==> src/rtl/edit_distance_engine_core_macros.svh <==
// ----------------------------------------------------------------------------
// edit distance engine assertion macros
// concurrent check wrappers, compiled out for synthesis
// ----------------------------------------------------------------------------
`ifndef EDIT_DISTANCE_ENGINE_CORE_MACROS_SVH
`define EDIT_DISTANCE_ENGINE_CORE_MACROS_SVH
`ifndef SYNTHESIS
// plain property, sampled on the rising clock edge, off during reset
`define EDC_ASSERT(label, clk, rst, prop) \
   label: assert property (@(posedge clk) disable iff (rst) (prop)) \
      else $error("edc check failed");
// same-cycle implication
`define EDC_ASSERT_IMP(label, clk, rst, ante, cons) \
   label: assert property (@(posedge clk) disable iff (rst) (ante) |-> (cons)) \
      else $error("edc check failed");
`else
`define EDC_ASSERT(label, clk, rst, prop)
`define EDC_ASSERT_IMP(label, clk, rst, ante, cons)
`endif
`endif

==> src/rtl/edc_pkg.sv <==
// ----------------------------------------------------------------------------
// edc_pkg
// shared constants, request codes and controller/datapath handshake structs
// ----------------------------------------------------------------------------
`default_nettype none
package edc_pkg;

   // payload widths fixed by the word format
   localparam int FUNC_W    = 2;
   localparam int CHAR_W    = 8;
   localparam int DIST_BITS = 7;
   localparam int DIST_MAX  = 127;

   // parameter defaults
   localparam int DEF_MAX_LEN   = 64;
   localparam int DEF_CHAR_BITS = 8;

   // request function codes
   localparam logic [FUNC_W-1:0] FUNC_SRC = 2'd0;
   localparam logic [FUNC_W-1:0] FUNC_TGT = 2'd1;
   localparam logic [FUNC_W-1:0] FUNC_RUN = 2'd2;

   // controller to datapath commands
   typedef struct packed {
      logic append_src;
      logic append_tgt;
      logic start;
      logic row_init;
      logic col_step;
      logic emit;
   } cmd_type;

   // datapath to controller status
   typedef struct packed {
      logic src_empty;
      logic tgt_empty;
      logic last_cell;
      logic last_row;
      logic out_free;
   } sts_type;

endpackage
`default_nettype wire

==> src/rtl/edc_if.sv <==
// ----------------------------------------------------------------------------
// edc channel interfaces
// valid/ready request and response channels of the edit distance engine
// ----------------------------------------------------------------------------
`default_nettype none
interface edc_req_if;
   logic                      valid;
   logic                      ready;
   logic [edc_pkg::FUNC_W-1:0] func;
   logic [edc_pkg::CHAR_W-1:0] char_value;

   modport source (output valid, output func, output char_value, input ready);
   modport sink   (input valid, input func, input char_value, output ready);
endinterface

interface edc_rsp_if;
   logic                         valid;
   logic                         ready;
   logic [edc_pkg::DIST_BITS-1:0] distance;
   logic                         too_long;

   modport source (output valid, output distance, output too_long, input ready);
   modport sink   (input valid, input distance, input too_long, output ready);
endinterface
`default_nettype wire

==> src/rtl/edc_ctrl.sv <==
// ----------------------------------------------------------------------------
// edc_ctrl
// sequencer: accepts request words, walks the cost row over source rows and
// target columns, and hands the result to the response register
// ----------------------------------------------------------------------------
`default_nettype none
module edc_ctrl (
   input  wire logic                       clock,
   input  wire logic                       reset,
   input  wire logic                       req_valid,
   input  wire logic [edc_pkg::FUNC_W-1:0] req_func,
   output logic                            req_ready,
   input  wire edc_pkg::sts_type           sts,
   output edc_pkg::cmd_type                cmd
);
   import edc_pkg::*;
   `include "edit_distance_engine_core_macros.svh"

   localparam logic [1:0] ST_IDLE      = 2'd0;
   localparam logic [1:0] ST_ROW_START = 2'd1;
   localparam logic [1:0] ST_CELL      = 2'd2;
   localparam logic [1:0] ST_FINISH    = 2'd3;

   logic [1:0] state_ff;
   logic [1:0] state_in;

   // next state and command decode
   always_comb begin
      state_in  = state_ff;
      req_ready = 1'b0;
      cmd       = '0;
      unique case (state_ff)
         ST_IDLE: begin
            req_ready = 1'b1;
            if (req_valid) begin
               unique case (req_func)
                  FUNC_SRC: cmd.append_src = 1'b1;
                  FUNC_TGT: cmd.append_tgt = 1'b1;
                  FUNC_RUN: begin
                     if (sts.src_empty || sts.tgt_empty) begin
                        state_in = ST_FINISH;
                     end else begin
                        cmd.start = 1'b1;
                        state_in  = ST_ROW_START;
                     end
                  end
                  default: ;
               endcase
            end
         end
         ST_ROW_START: begin
            cmd.row_init = 1'b1;
            state_in     = ST_CELL;
         end
         ST_CELL: begin
            cmd.col_step = 1'b1;
            if (sts.last_cell) begin
               state_in = sts.last_row ? ST_FINISH : ST_ROW_START;
            end
         end
         ST_FINISH: begin
            if (sts.out_free) begin
               cmd.emit = 1'b1;
               state_in = ST_IDLE;
            end
         end
         default: state_in = ST_IDLE;
      endcase
   end

   // state register
   always_ff @(posedge clock) begin
      if (reset) begin
         state_ff <= ST_IDLE;
      end else begin
         state_ff <= state_in;
      end
   end

   // at most one datapath command per cycle
   `EDC_ASSERT(a_cmd_onehot, clock, reset, $onehot0(cmd))
   // a pending result holds the sequencer in finish
   `EDC_ASSERT(a_finish_hold, clock, reset,
      (state_ff == ST_FINISH && !sts.out_free) |=> state_ff == ST_FINISH)
   // a compute on two non-empty strings opens the first row
   `EDC_ASSERT(a_start_row, clock, reset, cmd.start |=> state_ff == ST_ROW_START)

endmodule
`default_nettype wire

==> src/rtl/edc_datapath.sv <==
// ----------------------------------------------------------------------------
// edc_datapath
// string stores, single cost row memory, one dp cell and the response register
// ----------------------------------------------------------------------------
`default_nettype none
module edc_datapath #(
   parameter int MAX_LEN   = edc_pkg::DEF_MAX_LEN,
   parameter int CHAR_BITS = edc_pkg::DEF_CHAR_BITS
) (
   input  wire logic                          clock,
   input  wire logic                          reset,
   input  wire edc_pkg::cmd_type              cmd,
   output edc_pkg::sts_type                   sts,
   input  wire logic [edc_pkg::CHAR_W-1:0]    char_value,
   output logic                               rsp_valid,
   input  wire logic                          rsp_ready,
   output logic [edc_pkg::DIST_BITS-1:0]      rsp_distance,
   output logic                               rsp_too_long
);
   import edc_pkg::*;
   `include "edit_distance_engine_core_macros.svh"

   localparam int LEN_BITS   = $clog2(MAX_LEN + 1);
   localparam int ADDR_BITS  = (MAX_LEN > 1) ? $clog2(MAX_LEN) : 1;
   localparam int STORE_BITS = (CHAR_BITS < CHAR_W) ? CHAR_BITS : CHAR_W;
   localparam logic [LEN_BITS-1:0] LEN_FULL = LEN_BITS'(MAX_LEN);
   localparam logic [LEN_BITS-1:0] LEN_ONE  = LEN_BITS'(1);

   // memories
   logic [STORE_BITS-1:0] src_mem [0:MAX_LEN-1];
   logic [STORE_BITS-1:0] tgt_mem [0:MAX_LEN-1];
   logic [LEN_BITS-1:0]   row_mem [0:MAX_LEN-1];
   logic [STORE_BITS-1:0] src_q_ff;
   logic [STORE_BITS-1:0] tgt_q_ff;
   logic [LEN_BITS-1:0]   row_q_ff;

   logic [LEN_BITS-1:0]  src_len_ff, src_len_in;
   logic [LEN_BITS-1:0]  tgt_len_ff, tgt_len_in;
   logic                 ovf_ff, ovf_in;
   logic [LEN_BITS-1:0]  row_ff, row_in;
   logic [LEN_BITS-1:0]  col_ff, col_in;
   logic [LEN_BITS-1:0]  diag_ff, diag_in;
   logic [LEN_BITS-1:0]  left_ff, left_in;
   logic                 rsp_valid_ff, rsp_valid_in;
   logic [DIST_BITS-1:0] rsp_dist_ff, rsp_dist_in;
   logic                 rsp_long_ff, rsp_long_in;

   logic [LEN_BITS-1:0]   col_next;
   logic [LEN_BITS-1:0]   row_m1;
   logic [ADDR_BITS-1:0]  rd_addr;
   logic [STORE_BITS-1:0] char_word;
   logic [LEN_BITS-1:0]   up_cost;
   logic [LEN_BITS-1:0]   min_a;
   logic [LEN_BITS-1:0]   min_b;
   logic [LEN_BITS-1:0]   cell_cost;
   logic [LEN_BITS-1:0]   dist_full;
   logic                  src_full;
   logic                  tgt_full;

   assign col_next  = col_ff + LEN_ONE;
   assign row_m1    = row_ff - LEN_ONE;
   assign rd_addr   = cmd.row_init ? '0 : col_next[ADDR_BITS-1:0];
   assign char_word = char_value[STORE_BITS-1:0];
   assign src_full  = (src_len_ff == LEN_FULL);
   assign tgt_full  = (tgt_len_ff == LEN_FULL);

   // string stores, written on append
   always_ff @(posedge clock) begin
      if (cmd.append_src && !src_full) begin
         src_mem[src_len_ff[ADDR_BITS-1:0]] <= char_word;
      end
      if (cmd.append_tgt && !tgt_full) begin
         tgt_mem[tgt_len_ff[ADDR_BITS-1:0]] <= char_word;
      end
   end

   // registered reads; source character held across the whole row
   always_ff @(posedge clock) begin
      if (cmd.row_init) begin
         src_q_ff <= src_mem[row_m1[ADDR_BITS-1:0]];
      end
      tgt_q_ff <= tgt_mem[rd_addr];
      row_q_ff <= row_mem[rd_addr];
   end

   // cost row write-back, one column per cycle
   always_ff @(posedge clock) begin
      if (cmd.col_step) begin
         row_mem[col_ff[ADDR_BITS-1:0]] <= cell_cost;
      end
   end

   // dp cell: first row above is the column index itself
   always_comb begin
      up_cost   = (row_ff == LEN_ONE) ? col_next : row_q_ff;
      min_a     = (diag_ff < left_ff) ? diag_ff : left_ff;
      min_b     = (min_a < up_cost) ? min_a : up_cost;
      cell_cost = (src_q_ff == tgt_q_ff) ? diag_ff : min_b + LEN_ONE;
   end

   // empty string: distance is the other length
   assign dist_full = (src_len_ff == '0 || tgt_len_ff == '0) ? (src_len_ff | tgt_len_ff)
                                                             : left_ff;

   // next values
   always_comb begin
      src_len_in   = src_len_ff;
      tgt_len_in   = tgt_len_ff;
      ovf_in       = ovf_ff;
      row_in       = row_ff;
      col_in       = col_ff;
      diag_in      = diag_ff;
      left_in      = left_ff;
      rsp_valid_in = rsp_valid_ff;
      rsp_dist_in  = rsp_dist_ff;
      rsp_long_in  = rsp_long_ff;

      if (cmd.append_src) begin
         if (src_full) begin
            ovf_in = 1'b1;
         end else begin
            src_len_in = src_len_ff + LEN_ONE;
         end
      end
      if (cmd.append_tgt) begin
         if (tgt_full) begin
            ovf_in = 1'b1;
         end else begin
            tgt_len_in = tgt_len_ff + LEN_ONE;
         end
      end
      if (cmd.start) begin
         row_in = LEN_ONE;
      end
      if (cmd.row_init) begin
         left_in = row_ff;
         diag_in = row_m1;
         col_in  = '0;
      end
      if (cmd.col_step) begin
         left_in = cell_cost;
         diag_in = up_cost;
         col_in  = col_next;
         if (sts.last_cell && !sts.last_row) begin
            row_in = row_ff + LEN_ONE;
         end
      end
      if (rsp_valid_ff && rsp_ready) begin
         rsp_valid_in = 1'b0;
      end
      if (cmd.emit) begin
         rsp_valid_in = 1'b1;
         rsp_long_in  = ovf_ff;
         if (32'(dist_full) > DIST_MAX) begin
            rsp_dist_in = DIST_BITS'(DIST_MAX);
         end else begin
            rsp_dist_in = DIST_BITS'(dist_full);
         end
         src_len_in = '0;
         tgt_len_in = '0;
         ovf_in     = 1'b0;
      end
   end

   // registers
   always_ff @(posedge clock) begin
      if (reset) begin
         src_len_ff   <= '0;
         tgt_len_ff   <= '0;
         ovf_ff       <= 1'b0;
         rsp_valid_ff <= 1'b0;
      end else begin
         src_len_ff   <= src_len_in;
         tgt_len_ff   <= tgt_len_in;
         ovf_ff       <= ovf_in;
         rsp_valid_ff <= rsp_valid_in;
      end
      row_ff      <= row_in;
      col_ff      <= col_in;
      diag_ff     <= diag_in;
      left_ff     <= left_in;
      rsp_dist_ff <= rsp_dist_in;
      rsp_long_ff <= rsp_long_in;
   end

   // status to the sequencer
   always_comb begin
      sts.src_empty = (src_len_ff == '0);
      sts.tgt_empty = (tgt_len_ff == '0);
      sts.last_cell = (col_next == tgt_len_ff);
      sts.last_row  = (row_ff == src_len_ff);
      sts.out_free  = !rsp_valid_ff || rsp_ready;
   end

   assign rsp_valid    = rsp_valid_ff;
   assign rsp_distance = rsp_dist_ff;
   assign rsp_too_long = rsp_long_ff;

   // string lengths never pass the store depth
   `EDC_ASSERT(a_len_bound, clock, reset, src_len_ff <= LEN_FULL && tgt_len_ff <= LEN_FULL)
   // the sweep stays inside the loaded target
   `EDC_ASSERT_IMP(a_col_bound, clock, reset, cmd.col_step, col_ff < tgt_len_ff)
   // handing over a result clears both strings and the overflow mark
   `EDC_ASSERT(a_emit_clear, clock, reset,
      cmd.emit |=> (rsp_valid_ff && src_len_ff == '0 && tgt_len_ff == '0 && !ovf_ff))

endmodule
`default_nettype wire

==> src/rtl/edit_distance_engine_core.sv <==
// load words (append to source or target) are accepted one per cycle while the sequencer is idle.
// a compute word on strings of length m and n, both non-empty, runs a row set-up
// step and then one column per cycle for each of the m rows, then a finish step
// puts the result in the response register.
// with either string empty the sequencer goes straight to finish; an untaken result stalls.
// synchronous active-high reset clears lengths, overflow mark and response.
// ----------------------------------------------------------------------------
// edit_distance_engine_core
// levenshtein distance between a loaded source and target string
// ----------------------------------------------------------------------------
`default_nettype none
module edit_distance_engine_core #(
   parameter int MAX_LEN   = edc_pkg::DEF_MAX_LEN,
   parameter int CHAR_BITS = edc_pkg::DEF_CHAR_BITS
) (
   input wire logic  clock,
   input wire logic  reset,
   edc_req_if.sink   req_chan,
   edc_rsp_if.source rsp_chan
);
   import edc_pkg::*;

   cmd_type cmd;
   sts_type sts;

   // sequencer
   edc_ctrl u_ctrl (
      .clock     (clock),
      .reset     (reset),
      .req_valid (req_chan.valid),
      .req_func  (req_chan.func),
      .req_ready (req_chan.ready),
      .sts       (sts),
      .cmd       (cmd)
   );

   // stores, dp cell and response register
   edc_datapath #(
      .MAX_LEN   (MAX_LEN),
      .CHAR_BITS (CHAR_BITS)
   ) u_datapath (
      .clock        (clock),
      .reset        (reset),
      .cmd          (cmd),
      .sts          (sts),
      .char_value   (req_chan.char_value),
      .rsp_valid    (rsp_chan.valid),
      .rsp_ready    (rsp_chan.ready),
      .rsp_distance (rsp_chan.distance),
      .rsp_too_long (rsp_chan.too_long)
   );

endmodule
`default_nettype wire

==> src/flat_wrapper.sv <==
// flat-port wrapper written by rule: the top's interface ports become plain ports
module edit_distance_engine_core_flat import edc_pkg::*;
#(
   parameter int MAX_LEN   = edc_pkg::DEF_MAX_LEN,
   parameter int CHAR_BITS = edc_pkg::DEF_CHAR_BITS
)
  (clock, reset, req_chan_valid, req_chan_func, req_chan_char_value, req_chan_ready, rsp_chan_valid, rsp_chan_distance, rsp_chan_too_long, rsp_chan_ready);
  edc_req_if req_chan_i ();
  edc_rsp_if rsp_chan_i ();
  input wire logic clock;
  input wire logic reset;
  input wire logic [$bits(req_chan_i.valid)-1:0] req_chan_valid;
  input wire logic [$bits(req_chan_i.func)-1:0] req_chan_func;
  input wire logic [$bits(req_chan_i.char_value)-1:0] req_chan_char_value;
  output wire logic [$bits(req_chan_i.ready)-1:0] req_chan_ready;
  output wire logic [$bits(rsp_chan_i.valid)-1:0] rsp_chan_valid;
  output wire logic [$bits(rsp_chan_i.distance)-1:0] rsp_chan_distance;
  output wire logic [$bits(rsp_chan_i.too_long)-1:0] rsp_chan_too_long;
  input wire logic [$bits(rsp_chan_i.ready)-1:0] rsp_chan_ready;
  assign req_chan_i.valid = req_chan_valid;
  assign req_chan_i.func = req_chan_func;
  assign req_chan_i.char_value = req_chan_char_value;
  assign req_chan_ready = req_chan_i.ready;
  assign rsp_chan_valid = rsp_chan_i.valid;
  assign rsp_chan_distance = rsp_chan_i.distance;
  assign rsp_chan_too_long = rsp_chan_i.too_long;
  assign rsp_chan_i.ready = rsp_chan_ready;
  edit_distance_engine_core #(.MAX_LEN(MAX_LEN), .CHAR_BITS(CHAR_BITS)) u_core (.clock(clock), .reset(reset), .req_chan(req_chan_i), .rsp_chan(rsp_chan_i));
endmodule
==> config.mk <==
export PLATFORM = sky130hd
export DESIGN_NAME = edit_distance_engine_core_flat
export DESIGN_NICKNAME = d
export VERILOG_FILES = /design/src/rtl/edc_pkg.sv /design/src/rtl/edc_if.sv /design/src/rtl/edc_ctrl.sv /design/src/rtl/edc_datapath.sv /design/src/rtl/edit_distance_engine_core.sv /design/src/flat_wrapper.sv
export VERILOG_INCLUDE_DIRS = /design/src /design/src/rtl
export SDC_FILE = /design/constraint.sdc
export NUM_CORES = 2
export LEC_CHECK = 0
export ABC_AREA = 1
export ABC_CLOCK_PERIOD_IN_PS = 14900
export BUFFER_PORTS_ARGS = -buffer_cell sky130_fd_sc_hd__buf_2
export CORE_ASPECT_RATIO = 1.25
export CORE_MARGIN = 8
export CORE_UTILIZATION = 58
export DETAILED_ROUTE_END_ITERATION = 6
export PLACE_DENSITY = 0.72
export SLEW_MARGIN = 30
export SYNTH_ARGS = -nofsm -noshare
export SYNTH_HDL_FRONTEND = slang
export SYNTH_HIERARCHICAL = 1
export SYNTH_SLANG_ARGS = --single-unit
==> constraint.sdc <==
create_clock -name clock -period 14.9 [get_ports clock]
set_input_delay 2.235 -clock clock [delete_from_list [all_inputs] [get_ports clock]]
set_output_delay 2.235 -clock clock [all_outputs]
set_load 0.03 [all_outputs]
==> impl_results.md <==
* Status: complete, no violations
* Post-synth cell types at 59
* Syn Nets at a little under 5,000
* Post-DR vias/cell at 6.50
* PostCTS Resize Cnt at 0
* Synthesized area per cell at roughly 13 um^2
* Port Buf Inserts at 23
* Worst-Margin Slew at 1.05 ns
* Antenna violations before repair at 6
* Final net count at around 4,800
* TritonCTS clock tree: built
* Met3 Usage GRT at between 5 and 6%
* Minimum clock period at approximately 5.3 ns
* Critical Path AT at 5.80 ns
* Die width at 310 um
* Worst path slowest cell: xor2_2
* GRT Overall Usage at 27.1%
* Max-slew headroom at 29.9%
* Synth Flop Type: edfxtp_1
* Cts-stage hold buffer count at 0
* Congestion Overflow GR at 0
* M2 GR Usage at between 40% and 50%
* Routability cong. at 0.927
* Fin. max-slew vios at 0
* Detail-routed net length per standard cell at 25.9 um
* Setup TNS after final layout at 0 ns
* FFs w/ async S/R, synth at 0%
* Tcrit/Tclk final at 35.8%
* Worst-skew pair later-pin latency at 0.78 ns
* P_leak at approximately 22 nW
* RSZ-0062 raised after global routing: false
* CTS buffer count at 144
* Share of cells above drive strength 1 at 7.30%
* Flip-flop and latch area at between 0.04 and 0.05 mm^2
* H-Tree Level Count at 4
* Initial drt markers at 5,719
* Post-DRT Antenna Nets at 0
* Post-synth EDFFs at around 1,500
* Cells after Synth at 4,852
* Worst Path Required at 15.37 ns
* Commonest non-fill, non-tap cell in the layout: edfxtp_1
* Pre-antenna DRT Iters at 6
* Number of filler cells placed in the layout at 7,881
* Worst-path clk slew at about 0.06 ns
* Worst stage delay on the critical path at 0.66 ns
* Sequential-to-total area share from yosys stat at 73.7%
* Ports at 24
* Max-cap viol count at 0
* Area of the multi-input gates at 0.0148 mm^2
* Maximum vdd drop at 506 uV
* CP Cell Sequence: ha_1, nand2_1, nor2_2, xor2_2, nand2_1, o21ai_0, ha_1, a21oi_1, nor2_1, a211oi_2, nand2_4, nand2_1, nand2_1, ha_1, nand3_2, nor2_2, inv_1, nand2_1, a21boi_4, buf_4
* Yosys warns at 6
* Final Skew at 0.0267 ns
* Maximum clock path buffer count at 3
* Post-synthesis cell area at 0.0626 mm^2
* Family with the most delay on the worst path: simple AND/OR/NAND/NOR gates
* Residual DRC count at 0
* Most frequent cells in the layout: 1,509 x edfxtp_1, 1,075 x nor2_1, 678 x o21ai_0
* Crit-path most repeated cell: nand2_1
* Root buf cell: clkbuf_16
* WHS at ~0.46 ns
* Chip Height at 383 um
* Final hold violations at 0
* WP buf/inv at 2
* Die ar. at 0.119 mm^2
* Critical path class: reg -> reg
* Met1 Use GR at between 30% and 40%
* Vias in the first global route at a little under 40,000
* Largest net degree at the start of global routing at 200
* Site Rows at 134
* Startpoint types: flop
* Clk sink count at 1,549
* DR vias at between 40,000 and 50,000
* PD cells at 253 mW/mm^2
* Max Clock Freq at 188 MHz
* CP Max Fanout at 64
* R2R setup slack at 9.57 ns
* CP endpoint kind: flop
* DPL Wire Length at roughly 95,000 um
* Final setup violation count at 0
* HP Class: reg -> reg
* Routed wire length at 163,000 um
* First-pass GRT wire length at 243,000 um
* Post-CTS setup buffer count at 0
* Area grow syn2layout at 9.24%
* Post-synthesis register bit count at 1,549
* CORE AREA at about 0.11 mm^2
* Most used routing layer: met2
* Initial Util at 58.5%
[path summary, 6_finish.rpt]
check,cells after the start,start,end
worst max-delay path,20,u_core/u_datapath/col_ff[0]$_SDFFCE_PN0P_,u_core/u_datapath/row_mem[43][4]$_DFFE_PP_
worst max register to register,20,u_core/u_datapath/col_ff[0]$_SDFFCE_PN0P_,u_core/u_datapath/row_mem[43][4]$_DFFE_PP_
worst min-delay path,0,u_core/u_datapath/ovf_ff$_SDFF_PP0_,u_core/u_datapath/rsp_too_long$_DFFE_PP_
worst min register to register,0,u_core/u_datapath/ovf_ff$_SDFF_PP0_,u_core/u_datapath/rsp_too_long$_DFFE_PP_
[synthesized netlist by cell type (3+ instances only)]
master / n / area (um^2)
nand2_1: 181 / 679
o311ai_0: 43 / 377
buf_1: 14 / 52.6
nor2_2: 11 / 68.8
nand4_1: 10 / 62.6
dfxtp_1: 40 / 801
ha_1: 21 / 263
nor4_1: 5 / 31.3
o22ai_1: 172 / 1080
edfxtp_1: 1509 / 45300
xor2_1: 19 / 166
buf_4: 6 / 45.0
nand3_1: 156 / 781
and2_1: 3 / 18.8
or2_2: 7 / 43.8
inv_1: 95 / 357
buf_2: 87 / 435
o21ai_1: 8 / 40.0
nor3_2: 3 / 30.0
nand3_2: 4 / 40.0
a31oi_1: 8 / 50.1
o21ai_0: 680 / 3400
nor2_1: 1078 / 4050
a311oi_1: 8 / 70.1
clkbuf_1: 219 / 822
nor3_1: 82 / 410
o211ai_1: 102 / 766
inv_2: 9 / 33.8
o31ai_1: 6 / 45.0
clkinv_1: 3 / 11.3
o221ai_1: 169 / 1480
buf_6: 3 / 33.8
nand2_2: 5 / 31.3
o32ai_1: 23 / 201
nand3b_1: 5 / 37.5
a21oi_1: 29 / 145
[through the flow]
stage	worst slack (ns)	cell area [um^2]	cells	power [W]	util (%)
2_1_floorplan	8.99	62600	4852	0.0111	-
3_3_place_gp	8.86	63700	6025	0.0136	59.5
3_5_place_dp	9.20	63800	6031	0.0137	59.6
4_1_cts	9.59	68300	6292	0.0172	63.9
5_1_grt	9.08	68400	6293	0.0181	63.9
6_report	9.57	68400	6296	0.0173	63.9
[worst register-to-register path, delay by kind of cell (launching register included)]
kind | cells | cell delay (ns)
AND/OR/NAND/NOR | 10 | 1.11
buffers and inverters | 2 | 0.61
AO/OA/AOI/OAI | 4 | 1.10
XOR/XNOR | 1 | 0.66
flip-flops | 1 | 0.63
adder cells (fa/ha/maj) | 3 | 0.89
[state kept, by name, summed over array words and instances, names as in the netlist]
name / count
u_core/u_datapath/col_ff: 7
u_core/u_datapath/row_q_ff: 7
u_core/u_ctrl/state_ff: 2
u_core/u_datapath/src_len_ff: 7
u_core/u_datapath/diag_ff: 7
u_core/u_datapath/src_q_ff: 8
u_core/u_datapath/src_mem: 512
u_core/u_datapath/rsp_valid: 1
u_core/u_datapath/row_ff: 7
u_core/u_datapath/row_mem: 448
u_core/u_datapath/ovf_ff: 1
u_core/u_datapath/rsp_distance: 7
u_core/u_datapath/left_ff: 7
u_core/u_datapath/rsp_too_long: 1
u_core/u_datapath/tgt_mem: 512
u_core/u_datapath/tgt_len_ff: 7
u_core/u_datapath/tgt_q_ff: 8
[kinds of logic after synthesis]
group                    count (synthesis)  share of synthesized area [%]
adder cells (fa/ha/maj)                 21                          0.420
buffers and inverters                  438                           2.88
flip-flops                            1549                           73.7
XOR/XNOR                                23                          0.346
AO/OA/AOI/OAI                         1262                           12.4
AND/OR/NAND/NOR                       1559                           10.2
[where the power goes]
part	total (W)	leakage [nW]	internal [W]	switching (W)
clock network	0.00357	2.22	0.00200	0.00157
registers	0.00644	13.9	0.00633	0.000109
logic	0.00731	5.44	0.00174	0.00557
[layer usage]
metal | up-vias | part of all wire [%]
li1 | 18000 | -
met1 | 20000 | 37
met2 | 2492 | 49
met3 | 438 | 10
met4 | 4 | 4.1
met5 | - | 0.017
[cell type report]
| class | count | area share [%] |
|---|---|---|
| Clock buffer | 176 | 5.63 |
| Sequential cell | 1549 | 67.5 |
| Tap cell | 1428 | 2.61 |
| Multi-Input combinational cell | 2865 | 21.6 |
| Clock inverter | 85 | 1.05 |
| Antenna cell | 3 | 0.0110 |
| Inverter | 108 | 0.630 |
| Timing Repair Buffer | 82 | 0.979 |
No activity file was read; power rests on OpenSTA's default activity.
